[src/sv/ilut_pkg.sv]
// ----------------------------------------------------------------------------
// ilut_pkg
// Shared constants, types and helpers for the inverse piecewise-linear lookup.
// ----------------------------------------------------------------------------
package ilut_pkg;

    localparam int MAX_KNOTS   = 64;
    localparam int IDX_W       = $clog2(MAX_KNOTS);
    localparam int CNT_W       = $clog2(MAX_KNOTS + 1);

    localparam int KEY_W       = 7;
    localparam int TIME_W      = 32;
    localparam int TRAVEL_W    = 31;
    localparam int DIST_W      = 32;
    localparam int ENTRY_IDX_W = 6;
    localparam int KNOT_W      = TIME_W + TRAVEL_W;
    localparam int PROD_W      = TIME_W + TRAVEL_W;
    localparam int TRAVEL_EPS  = 7;

    localparam int CFG_IDX_W   = 2;
    localparam int CFG_W       = 32;
    localparam int IN_DATA_W   = 104;
    localparam int OUT_DATA_W  = 32;

    typedef enum logic [CFG_IDX_W-1:0] {
        CFG_KEY_COUNT     = 2'd0,
        CFG_TOTAL_TRAVEL  = 2'd1,
        CFG_CLIP_DURATION = 2'd2
    } t_cfg_idx;

    typedef enum logic {
        OP_QUERY = 1'b0,
        OP_WRITE = 1'b1
    } t_op;

    typedef enum logic [2:0] {
        ST_IDLE,
        ST_WALK,
        ST_SEG,
        ST_MUL,
        ST_DIVS,
        ST_DIVW,
        ST_FIN,
        ST_DONE
    } t_state;

    typedef struct packed {
        logic busy;
        logic done;
    } t_div_stat;

    // Slot number of a write request mapped onto the table address.
    function automatic logic [IDX_W-1:0] to_addr(input logic [ENTRY_IDX_W-1:0] idx);
        logic [ENTRY_IDX_W+IDX_W-1:0] wide;
        wide = {IDX_W'(0), idx};
        return wide[IDX_W-1:0];
    endfunction

    function automatic logic slot_ok(input logic [ENTRY_IDX_W-1:0] idx);
        logic [ENTRY_IDX_W+IDX_W-1:0] wide;
        wide = {IDX_W'(0), idx};
        return (int'(wide) < MAX_KNOTS);
    endfunction

endpackage

[src/sv/ilut_div.sv]
// ----------------------------------------------------------------------------
// ilut_div
// Restoring unsigned divider, one quotient bit per cycle.
// ----------------------------------------------------------------------------
module ilut_div (
    input  logic                            i_clk,
    input  logic                            i_rst_n,
    input  logic                            i_start,
    input  logic [ilut_pkg::PROD_W-1:0]     i_dividend,
    input  logic [ilut_pkg::TRAVEL_W-1:0]   i_divisor,
    output ilut_pkg::t_div_stat             o_stat,
    output logic [ilut_pkg::PROD_W-1:0]     o_quot
);

    localparam int STEP_W = $clog2(ilut_pkg::PROD_W);

    logic [ilut_pkg::PROD_W-1:0]   r_n;
    logic [ilut_pkg::TRAVEL_W-1:0] r_rem;
    logic [ilut_pkg::TRAVEL_W-1:0] r_den;
    logic [STEP_W-1:0]             r_step;
    logic                          r_busy;
    logic                          r_done;

    logic [ilut_pkg::TRAVEL_W:0]   w_trial;
    logic [ilut_pkg::TRAVEL_W+1:0] w_diff;
    logic                          w_qbit;

    assign w_trial = {r_rem, r_n[ilut_pkg::PROD_W-1]};
    assign w_diff  = {1'b0, w_trial} - {2'b00, r_den};
    assign w_qbit  = ~w_diff[ilut_pkg::TRAVEL_W+1];

    always_ff @(posedge i_clk) begin
        if (!i_rst_n) begin
            r_busy <= 1'b0;
            r_done <= 1'b0;
            r_step <= '0;
        end else begin
            r_done <= 1'b0;
            if (i_start) begin
                r_busy <= 1'b1;
                r_step <= STEP_W'(ilut_pkg::PROD_W - 1);
            end else if (r_busy) begin
                r_step <= r_step - 1'b1;
                if (r_step == '0) begin
                    r_busy <= 1'b0;
                    r_done <= 1'b1;
                end
            end
        end
    end

    always_ff @(posedge i_clk) begin
        if (i_start) begin
            r_n   <= i_dividend;
            r_den <= i_divisor;
            r_rem <= '0;
        end else if (r_busy) begin
            r_n   <= {r_n[ilut_pkg::PROD_W-2:0], w_qbit};
            r_rem <= w_qbit ? w_diff[ilut_pkg::TRAVEL_W-1:0] : w_trial[ilut_pkg::TRAVEL_W-1:0];
        end
    end

    assign o_stat.busy = r_busy;
    assign o_stat.done = r_done;
    assign o_quot      = r_n;

endmodule

[config.mk]
export PLATFORM = sky130hd
export DESIGN_NAME = ilut_div
export DESIGN_NICKNAME = d
export VERILOG_FILES = /design/src/sv/ilut_pkg.sv /design/src/sv/ilut_div.sv
export SDC_FILE = /design/constraint.sdc
export NUM_CORES = 1
export LEC_CHECK = 0
export BUFFER_PORTS_ARGS = -buffer_cell sky130_fd_sc_hd__clkbuf_2
export CAP_MARGIN = 20
export CORE_ASPECT_RATIO = 1.75
export CORE_MARGIN = 2
export CORE_UTILIZATION = 25
export CTS_BUF_LIST = sky130_fd_sc_hd__clkbuf_16
export DETAILED_ROUTE_END_ITERATION = 16
export PLACE_DENSITY_LB_ADDON = 0.12
export SLEW_MARGIN = 20
export SYNTH_ARGS = -nofsm -noshare
export SYNTH_HDL_FRONTEND = slang
export SYNTH_SLANG_ARGS = --single-unit
[constraint.sdc]
create_clock -name i_clk -period 3.25 [get_ports i_clk]
set_clock_uncertainty 0.2 [all_clocks]
set_input_delay 0.4875 -clock i_clk [delete_from_list [all_inputs] [get_ports i_clk]]
set_output_delay 0.4875 -clock i_clk [all_outputs]
set_load 0.02 [all_outputs]
==> flow_metrics.py <==
metrics = {
    "floorplan": {
        "floorplan.initialDensity": 0.254,
        "core_region_area_mm2": 0.0281,
        "num_io_pins": 162,
        "dieArea_mm2": 0.0300,
        "chipWidth_um": 132,
        "dieHeight_um": 228,
        "rows": 81,
    },
    "power_and_ir_drop": {
        "max-vdd-ir-drop_uv": 375,
        "power.static_leakage_nw": 3.98,
        "power.density_cell_area_mw_per_mm2": 559,
    },
    "run": {
        "cap_viol_max_count": 0,
    },
    "global_routing": {
        "grt_remaining_overflow": 0,
        "grt_start_max_net_pins": 64,
        "gr-usage-all-layers": 0.133,
        "grt_antenna_before_repair": 0,
        "grt_first_pass_wirelength_um": 30700,
        "number_of_global_route_vias_before_repair": 5704,
    },
    "cells_and_area": {
        "share_of_layout_cells_above_drive_strength_1": 0.354,
        "ff_latch_area_mm2": 0.00360,
        "fillerInstances": 2927,
        "postLayoutCoreUtil": 0.330,
        "final_net_count": 960,
        "multi_input_comb_area_mm2": 0.00321,
        "final_cell_count_no_fill": 1215,
        "antenna_cells_inserted": 0,
        "area_growth_pct": 29.7,
    },
    "synthesis": {
        "synth_sequential_area_ratio": 0.504,
        "synth_area_mm2": 0.00714,
        "avgSynthCellArea_um2": 11.2,
        "post_synth_inst_count": 639,
        "synthMostInstantiatedCell": "edfxtp_1",
        "synth_cell_type_count": 61,
        "postSynth.topFlopCell": "edfxtp_1",
        "ys_seq_elements": 133,
        "synth-warning-count": 0,
        "synth_commonest_cells": "edfxtp_1, mux2_2, nor2_1, inv_1, a21oi_1",
        "syn-num-nets": 770,
        "synth_enable_flop_cells": 94,
        "top_post_synthesis_cells_by_area": "edfxtp_1, dfxtp_1, mux2_2",
        "synth_area_leader_cell": "edfxtp_1",
        "synthDominantCellAreaShare": 0.395,
        "synth-async-reset-ratio": 0,
    },
    "place": {
        "detailedPlacementHpwl_um": 14300,
        "io_buffer_count": 161,
        "place.gp.congestion": 0.769,
        "placed_cells_incl_taps": 1160,
        "place_ws_ns": 0.126,
    },
    "drt": {
        "avgViaCountPerCell": 4.45,
        "met2RoutedLength_um": 9900,
        "ant_nets": 0,
        "drtPass1Iterations": 4,
        "wl_per_cell_um": 15.6,
        "route.met3.wl_um": 1030,
        "wl_um": 19000,
        "first_iter_violations": 212,
        "route.vias.total": 5401,
        "highest-signal-layer": "met4",
        "drcViolationCount": 0,
        "wirelength_met1_um": 7680,
    },
    "critical_path": {
        "cp_slowest_stage_delay_ns": 0.51,
        "critPathCaptureType": "flop",
        "largest_delay_contributor_family_on_the_critical_path": "simple AND/OR/NAND/NOR gates",
        "worstSetupStartpointType": "flop",
        "critical_path_class": "flop to flop",
        "arrival_ns": 3.23,
        "critical_path_required_ns": 3.41,
        "worstPathMaxFanout": 4,
        "slowest_stage": "or4b_1",
        "cp_num_buf_inv": 1,
        "crit_chain": "inv_1 > ha_1 > fa_1 > nand2b_1 > a21o_1 > nand3_2 > a31oi_2 > o211ai_2 > nand2_2 > or4b_1 > a311oi_1",
    },
    "timing": {
        "final_hold_viol_count": 0,
        "worst_pin_slew_ns": 0.496,
        "postLayoutSetupSlackWorst_ns": 0.173,
        "grt_setup_unrepaired": "true",
        "slew_violations": 0,
        "final-setup-viol-count": 0,
        "finalCritPeriodShare": 0.947,
        "worst_relative_slew_slack": 0.664,
        "max_freq_mhz": 325,
        "fin_crit_ns": 3.08,
    },
    "clocking": {
        "clock_tree_from_tritoncts": "done",
        "clkSlewWorstSetupHoldPaths_ns": 0.07,
        "clk_latency_ns": 0.44,
        "clk_root_buffer_cell": "clkbuf_16",
        "cts.sink_count": 133,
        "max-clock-path-buffers": 2,
        "cts-htree-levels": 4,
        "postCtsSetupRepairBufs": 0,
        "cts_made_buffers": 17,
    },
    "min_path": {
        "hp-class": "input pin to flop",
    },
    "run_status": {
        "outcome": "complete, no violations",
    },
}
==> sequential cells by signal, indices dropped and copies added (netlist names) <==
name,cells
o_quot,63
r_den,31
r_rem,31
r_step,6
r_busy,1
r_done,1
==> cells in the final DEF (no fill, tap or decap), types with 23 or more instances in the layout <==
| cell type | instances |
|---|---|
| a211oi_1 | 27 |
| dfxtp_1 | 38 |
| inv_1 | 46 |
| mux2_2 | 64 |
| edfxtp_1 | 94 |
| ha_1 | 33 |
| clkbuf_2 | 160 |
| nand2_1 | 26 |
| dlygate4sd3_1 | 23 |
| a21oi_1 | 41 |
| nor2_1 | 57 |
==> per-stage QoR <==
stage               instance area, um^2  power, mW  hold WS (ns)  TNS (ns)
floorplan                          7140       2.90         0.263         0
global placement                   8460       3.30         0.281         0
detailed placement                 8460       3.29         0.287         0
CTS                                9260       5.30     0.0000918         0
global route                       9270       5.47       0.00616   -0.0101
finish                             9270       5.19        0.0299         0
==> power by group <==
part / internal [mW] / switching, mW
Clock: 1.07 / 0.854
Sequential: 2.00 / 0.0954
Combinational: 0.505 / 0.659
Total: 3.58 / 1.61
==> layout make-up <==
type,instances,share of cell area
Clock buffer,17,0.0459
Clock inverter,15,0.0158
Inverter,46,0.0186
Multi-Input combinational cell,425,0.347
Sequential cell,133,0.389
Tap cell,373,0.0504
Timing Repair Buffer,206,0.134
==> worst reg2reg max path, stage by stage, from the launching register on <==
cell	delay [ns]
edfxtp_1	0.36
inv_1	0.06
ha_1	0.22
fa_1	0.40
nand2b_1	0.17
a21o_1	0.21
nand3_2	0.11
a31oi_2	0.16
o211ai_2	0.23
nand2_2	0.13
or4b_1	0.51
a311oi_1	0.24
==> routing by layer <==
layer,track usage,up-vias
met4,0.0501,0
met5,0,-
li1,-,2713
met2,0.241,141
met3,0.0457,23
met1,0.144,2524
==> final timing paths <==
kind | start | end | slack, ns | depth (start not counted)
max reg2reg | o_quot[62] | r_rem[22] | 0.17 | 11
min reg2reg | r_rem[1] | r_rem[1] | 0.29 | 2
min | i_divisor[15] | r_den[15] | 0.03 | 1
max | o_quot[62] | r_rem[22] | 0.17 | 11
==> logic make-up (layout without fill, tap and decap cells) <==
logic type | after synthesis | in the layout | share of synthesized area
buffers and inverters | 81 | 284 | 0.0475
AOI/OAI and AO/OA | 137 | 137 | 0.132
adders and majority gates | 34 | 34 | 0.0606
and+or+nand+nor | 145 | 145 | 0.0977
muxes | 77 | 77 | 0.119
DFF | 133 | 133 | 0.504
xor gates and xnor gates | 32 | 32 | 0.0392
==> what timing repair did <==
item                       4_1_cts  5_1_grt
resized for setup                0        3
hold endpoints to repair        23        0
hold buffers                    23        0
setup endpoints to repair        0        3
Note: power is estimated with default switching activity, not from simulation.
