**src/sv/ilut_ram.sv**
```systemverilog
// ----------------------------------------------------------------------------
// ilut_ram
// Generic single-port-write, single-port-read RAM with registered read data.
// ----------------------------------------------------------------------------
module ilut_ram #(
    parameter int WIDTH = 8,
    parameter int DEPTH = 16
) (
    input  logic                     i_clk,
    input  logic                     i_we,
    input  logic [$clog2(DEPTH)-1:0] i_waddr,
    input  logic [WIDTH-1:0]         i_wdata,
    input  logic [$clog2(DEPTH)-1:0] i_raddr,
    output logic [WIDTH-1:0]         o_rdata
);

    logic [WIDTH-1:0] r_mem [DEPTH];
    logic [WIDTH-1:0] r_rdata;

    always_ff @(posedge i_clk) begin
        if (i_we) begin
            r_mem[i_waddr] <= i_wdata;
        end
        r_rdata <= r_mem[i_raddr];
    end

    assign o_rdata = r_rdata;

endmodule

```
**config.mk**
```make
export PLATFORM = sky130hd
export DESIGN_NAME = ilut_ram
export DESIGN_NICKNAME = d
export VERILOG_FILES = /design/src/sv/ilut_ram.sv
export SDC_FILE = /design/constraint.sdc
export NUM_CORES = 1
export LEC_CHECK = 0
export ABC_AREA = 1
export BUFFER_PORTS_ARGS = -buffer_cell sky130_fd_sc_hd__buf_2
export CORE_MARGIN = 10
export CORE_UTILIZATION = 35
export CTS_CLUSTER_DIAMETER = 40
export DETAILED_ROUTE_END_ITERATION = 8
export PLACE_DENSITY_LB_ADDON = 0.25
export RECOVER_POWER = 50
export SLEW_MARGIN = 20
export SYNTH_ARGS = -nofsm -noshare
export SYNTH_HDL_FRONTEND = slang
export SYNTH_SLANG_ARGS = --single-unit
```
**constraint.sdc**
```tcl
create_clock -name i_clk -period 1.27 [get_ports i_clk]
set_input_delay 0.0635 -clock i_clk [delete_from_list [all_inputs] [get_ports i_clk]]
set_output_delay 0.0635 -clock i_clk [all_outputs]
set_load 0.01 [all_outputs]
```
==> results of run 1 <==
==> sequential cells by signal (all words and copies together), names as in the netlist <==
register  flops
r_mem       128
o_rdata       8
==> synthesized netlist by cell type <==
cell type / number
nand3b_1: 2
inv_1: 100
inv_2: 2
dfxtp_1: 8
nand2_1: 173
nand3_1: 97
nor2_1: 17
buf_4: 4
buf_6: 6
edfxtp_1: 128
buf_2: 13
buf_1: 1
==> final cells by class <==
class	count	area [um2]	share of cell area, %
clock buffer	17	425	6.19
clock inverter	15	231	3.37
multi-input combinational	289	1210	17.7
sequential	136	4000	58.3
timing repair buffer	50	345	5.02
tap	216	270	3.93
inverter	102	383	5.57
==> metrics by stage <==
| step | worst slack, ns | std cells | power, W | utilization [%] |
|---|---|---|---|---|
| 3_5_place_dp | 0.0825 | 792 | 0.00579 | 38.9 |
| 5_1_grt | 0.130 | 825 | 0.0115 | 43.0 |
| 3_3_place_gp | 0.0831 | 792 | 0.00579 | 38.9 |
| 2_1_floorplan | 0.256 | 551 | 0.00550 | - |
| 6_report | 0.232 | 825 | 0.0111 | 43.0 |
| 4_1_cts | 0.218 | 825 | 0.0112 | 43.1 |
==> critical path, stage by stage, from the launching register on <==
cell	delay, ns
edfxtp_1	0.36
inv_1	0.07
nand2_1	0.04
nand3_1	0.09
nand3_1	0.10
nand3_1	0.15
nand2_1	0.09
==> cell families after synthesis <==
kind of cell | after synthesis | share of synthesized area (%)
simple gates | 289 | 21.0
flops | 136 | 69.4
buf+inv | 126 | 9.52
==> routing by layer <==
layer | up-vias | share of wire (%)
li1 | 1864 | -
met1 | 1777 | 44
met2 | 101 | 48
met3 | 25 | 4.4
met4 | 0 | 3.2
met5 | - | 0
==> final timing paths <==
check | start | slack, ns | endpoint | depth (start not counted)
worst max-delay path | r_mem[1][5] | 0.23 | o_rdata[5] | 6
worst min-delay path | i_raddr[2] | 0.09 | o_rdata[6] | 4
worst max register to register | r_mem[1][5] | 0.23 | o_rdata[5] | 6
worst min register to register | r_mem[13][2] | 0.65 | o_rdata[2] | 6
==> power groups by stage <==
stage | Combinational [W] | Sequential [W] | Clock [W]
after floorplan | 0.000354 | 0.00515 | 0
after global placement | 0.000648 | 0.00514 | 0
after detailed placement | 0.000654 | 0.00514 | 0
after CTS | 0.000659 | 0.00505 | 0.00552
after global routing | 0.000722 | 0.00506 | 0.00573
final | 0.000638 | 0.00505 | 0.00543
==> layout by cell type (no fill, tap or decap) <==
master / count
clkbuf_16: 17
nand3b_1: 2
clkbuf_1: 12
dlygate4sd3_1: 1
bufinv_16: 6
dfxtp_1: 8
edfxtp_1: 128
nand3_1: 97
nor2_1: 17
clkinvlp_4: 3
clkinv_1: 1
buf_2: 15
inv_2: 2
buf_12: 4
inv_1: 100
nand2_1: 173
clkinv_2: 5
buf_4: 18
==> repair_timing <==
| item | 4_1_cts | 5_1_grt |
|---|---|---|
| buffers inserted | 0 | 0 |
| hold buffers | 1 | 0 |
| hold endpoints to repair | 2 | 0 |
==> flow_metrics.py, run 1 <==
metrics = {
    "grt": {
        "antenna_found_initial": 0,
        "grt_start_max_net_pins": 65,
        "grt_pass1_wl_um": 21000,
        "grt_pass1_vias": 3809,
        "grtUsageMet1_pct": 15.1,
        "grt.overflow.total": 0,
        "grt_usage_pct": 12.7,
        "grt-busiest-layer": "met2",
        "use_met3_pct": 2.88,
        "grt_util_met2_pct": 20.8,
    },
    "logic_synthesis": {
        "synth-warning-count": 0,
        "postSynthAreaPerCell_um2": 10.5,
        "seq_area_frac_synth_pct": 69.4,
        "ys_top_cells_by_area": "edfxtp_1 67%, nand2_1 11%, nand3_1 8.4%",
        "synth_area_mm2": 0.00577,
        "synth-seq-cells": 136,
        "synth_top_area_share_pct": 66.7,
        "synthesis.nets": 569,
        "yosysUniqueCellTypes": 12,
        "synthCells": 551,
        "synth_area_leader_cell": "edfxtp_1",
    },
    "route": {
        "avgRoutedWirePerCell_um": 16.0,
        "drt_iter0_markers": 375,
        "first_pass_iters": 5,
        "ant_nets": 0,
        "via_per_inst": 4.57,
        "totalWireLength_um": 13200,
        "drcViolationCount": 0,
        "via_count": 3767,
    },
    "setup_path": {
        "start_kind": "flip-flop",
        "crit_fanout": 1,
        "endpoint_kind": "flip-flop",
        "arrival_ns": 1.33,
        "worst-setup-path-type": "reg -> reg",
        "critPathRequiredTime_ns": 1.56,
    },
    "clock_tree": {
        "clk_path_buf_depth": 2,
        "cts_tree": "yes",
        "clock-sinks": 136,
        "cts_root_buffer": "clkbuf_16",
        "clk_pin_slew_worst_paths_ns": 0.06,
        "cts_resized": 0,
        "numCtsBuffers": 17,
        "cts_max_level": 4,
        "insertion_delay_ns": 0.42,
    },
    "sta": {
        "slew_headroom_pct": 38.6,
        "finalMaxSlewViolations": 0,
        "rsz0062_at_grt": "no",
        "tns_ns": 0,
        "holdWs_ns": 0.0931,
        "finClkSkew_ns": 0.00712,
        "min_period_ns": 1.04,
        "hold_viol_final": 0,
        "fmax_mhz": 964,
        "setup_viol": 0,
        "finalCritPeriodShare_pct": 81.7,
        "worstMarginPinSlew_ns": 0.921,
    },
    "floorplan": {
        "core_mm2": 0.0160,
        "boundaryPins": 26,
        "initial_utilization_pct": 36.0,
        "die_y_um": 148,
        "rows": 46,
        "die-area_mm2": 0.0220,
        "die_w_um": 148,
    },
    "place": {
        "post-dp-hpwl_um": 8280,
        "placed_cell_area_mm2": 0.00623,
        "io_buffers": 25,
        "place.gp.congestion": 0.823,
    },
    "layout": {
        "syn2layout_area_growth_pct": 19.2,
        "n_antenna_cell": 0,
        "drive_gt1_share_pct": 11.5,
        "fillers": 1540,
        "nets": 614,
        "fin_area_mm2": 0.00687,
    },
    "power": {
        "switching_power_w": 0.00225,
        "seq_power_share_pct": 45.4,
        "internal_power_w": 0.00886,
        "p_per_area_mw_per_mm2": 1620,
        "comb_power_share_pct": 5.7,
        "peakVddDrop_mv": 1.09,
        "clkPwrFrac_pct": 48.8,
        "total_leakage_power_nw": 2.94,
        "p_sw_share_pct": 20.3,
    },
    "status": {
        "outcome": "finished clean",
    },
    "hold_path": {
        "hold_class": "in -> reg",
    },
    "run": {
        "cap_viol_max_count": 0,
    },
}
Power figures use the tool's default switching activity.
==> run 2: changes to the inputs <==
==> constraint.sdc (replaced) <==
create_clock -name i_clk -period 0.9 [get_ports i_clk]
set_input_delay 0.045 -clock i_clk [delete_from_list [all_inputs] [get_ports i_clk]]
set_output_delay 0.045 -clock i_clk [all_outputs]
set_load 0.01 [all_outputs]
==> run 2 against run 1 <==
The flow now finishes with violations (setup timing). Combinational power up 65%. Critical endpoint is now o_rdata[3]. Die area did not move. Utilization grew 2.7 points. Sequential share of layout area shrank 3.3 points. Critical path depth is the same.
==> flow_metrics.py, run 2 (same netlist as run 1, synthesis figures left out) <==
metrics = {
    "clock_tree": {
        "cts_root_buffer": "clkbuf_16",
        "numCtsBuffers": 17,
        "cts_hold_buffers": 0,
        "clock-sinks": 136,
        "cts_max_level": 4,
        "cts_tree": "yes",
        "cts_setup_buffers": 0,
        "clk_path_buf_depth": 2,
        "clk_pin_slew_worst_paths_ns": 0.06,
        "insertion_delay_ns": 0.42,
    },
    "sta": {
        "setup_ws_ns": -0.0615,
        "finClkSkew_ns": 0.00556,
        "fmax_mhz": 1040,
        "holdWs_ns": 0.0855,
        "rsz0062_at_grt": "yes",
        "setup_viol": 11,
        "finalMaxSlewViolations": 0,
        "worstMarginPinSlew_ns": 0.975,
        "hold_viol_final": 0,
        "min_period_ns": 0.961,
        "finalCritPeriodShare_pct": 107,
        "slew_headroom_pct": 35.0,
    },
    "status": {
        "outcome": "complete, but fails checks",
        "violations": "setup timing",
    },
    "layout": {
        "nets": 620,
        "drive_gt1_share_pct": 21.5,
        "final_cell_mix": "171 x nand2_1, 128 x edfxtp_1, 99 x inv_1",
        "largest_reg_flops": 128,
        "syn2layout_area_growth_pct": 26.7,
        "regMostFlops": "r_mem",
        "n_antenna_cell": 0,
        "final_common_cell": "nand2_1",
        "stdcell_count": 831,
    },
    "grt": {
        "grtUsageMet1_pct": 16.3,
        "grt_pass1_wl_um": 22200,
        "antenna_found_initial": 0,
        "grt_util_met2_pct": 22.1,
        "grt_pass1_vias": 3894,
        "use_met3_pct": 3.13,
        "grt.overflow.total": 0,
        "grt_start_max_net_pins": 65,
        "grt_usage_pct": 13.4,
        "grt-busiest-layer": "met2",
    },
    "place": {
        "place.gp.congestion": 0.880,
        "dp_cells": 799,
        "dp_slack_ns": -0.272,
        "post-dp-hpwl_um": 8970,
        "io_buffers": 25,
    },
    "route": {
        "via_per_inst": 4.59,
        "ant_nets": 0,
        "drcViolationCount": 0,
        "drt_iter0_markers": 257,
        "first_pass_iters": 5,
        "avgRoutedWirePerCell_um": 16.9,
        "via_count": 3818,
        "totalWireLength_um": 14100,
    },
    "setup_path": {
        "start_kind": "flip-flop",
        "cp_num_buf_inv": 1,
        "worst_path_max_delay_cell": "edfxtp_1",
        "r2r_end": "o_rdata[3]",
        "r2r_start": "r_mem[6][3]",
        "arrival_ns": 1.27,
        "path_cells": "inv_1, nand2_1, nand3_1, nand3_2, nand3_2, nand2_1",
        "crit_fanout": 1,
        "reg2reg_slack_ns": -0.06,
        "cpPeakStageDelay_ns": 0.37,
        "worst-setup-path-type": "reg -> reg",
        "path_delay_family": "simple AND/OR/NAND/NOR gates",
        "critPathRequiredTime_ns": 1.21,
        "r2r_cells": 6,
        "endpoint_kind": "flip-flop",
    },
    "floorplan": {
        "die-area_mm2": 0.0220,
        "rows": 46,
        "die_y_um": 148,
        "die_w_um": 148,
        "core_mm2": 0.0160,
        "boundaryPins": 26,
        "initial_utilization_pct": 36.0,
    },
    "power": {
        "switching_power_w": 0.00330,
        "p_per_area_mw_per_mm2": 2330,
        "total_leakage_power_nw": 3.13,
        "p_sw_share_pct": 19.4,
        "comb_power_share_pct": 6.2,
        "internal_power_w": 0.0137,
        "clkPwrFrac_pct": 51.9,
        "peakVddDrop_mv": 1.46,
        "seq_power_share_pct": 41.9,
    },
    "hold_path": {
        "min_to": "o_rdata[6]",
        "hold_path_depth": 4,
        "min_from": "i_raddr[3]",
        "hold_class": "in -> reg",
    },
    "run": {
        "cap_viol_max_count": 0,
    },
}
[run 2: cell count changes in the layout (fill, tap and decap cells not counted), sizes merged]
cell | previous run | this run
bufinv | 6 | 10
clkinv | 6 | 2
buf | 37 | 48
dlygate4sd3 | 1 | 0
clkinvlp | 3 | 2
clkbuf | 29 | 26
[run 2: through the flow]
stage | total power [W] | TNS (ns) | instance area [um2] | util, %
2_1_floorplan | 0.00777 | -7.64 | 5780 | -
3_3_place_gp | 0.00821 | -15.99 | 6320 | 39.5
3_5_place_dp | 0.00823 | -17.69 | 6320 | 39.5
4_1_cts | 0.0171 | -0.616 | 7200 | 45.0
5_1_grt | 0.0176 | -1.12 | 7300 | 45.7
6_report | 0.0170 | -0.390 | 7300 | 45.7
[run 2: final cells by class]
class	count	area, um2
timing repair buffer	56	450
clock buffer	18	429
inverter	102	383
clock inverter	14	324
multi-input combinational	289	1440
sequential	136	4010
tap	216	270
fill	1507	8700
[run 2: what timing repair did]
item	in CTS	in global routing
pin swaps	19	22
endpoints found under the hold margin	0	0
gates resized for setup	28	25
endpoints found under the setup margin	16	16
gates cloned	0	0
[run 2: worst max path at each step]
stage	from	end	slack, ns	cells past startpoint
after floorplan	i_waddr[2]	r_mem[10][0]	-0.1	2
after global placement	i_raddr[0]	o_rdata[7]	-0.26	7
after detailed placement	i_raddr[0]	o_rdata[7]	-0.27	7
after CTS	o_rdata[6]	o_rdata[6]	-0.07	1
after global routing	r_mem[7][3]	o_rdata[3]	-0.13	6
final	r_mem[6][3]	o_rdata[3]	-0.06	6
[run 2: power by group through the flow]
stage	combinational (W)	clock, W	sequential, W
after CTS	0.00103	0.00896	0.00714
after global routing	0.00117	0.00927	0.00716
after floorplan	0.000505	0	0.00727
after detailed placement	0.000962	0	0.00726
final	0.00105	0.00885	0.00714
after global placement	0.000952	0	0.00726
[run 2: routing by layer]
layer  vias up  wire length (um)
met5         -                 0
met4         0               359
met3        26               467
met2        94              7020
met1      1822              6220
li1       1876                 -
[run 2: worst min-delay path: cells and delay by family]
family / cells / cell delay (ns)
buffers and inverters: 2 / 0.29
and+or+nand+nor: 2 / 0.13
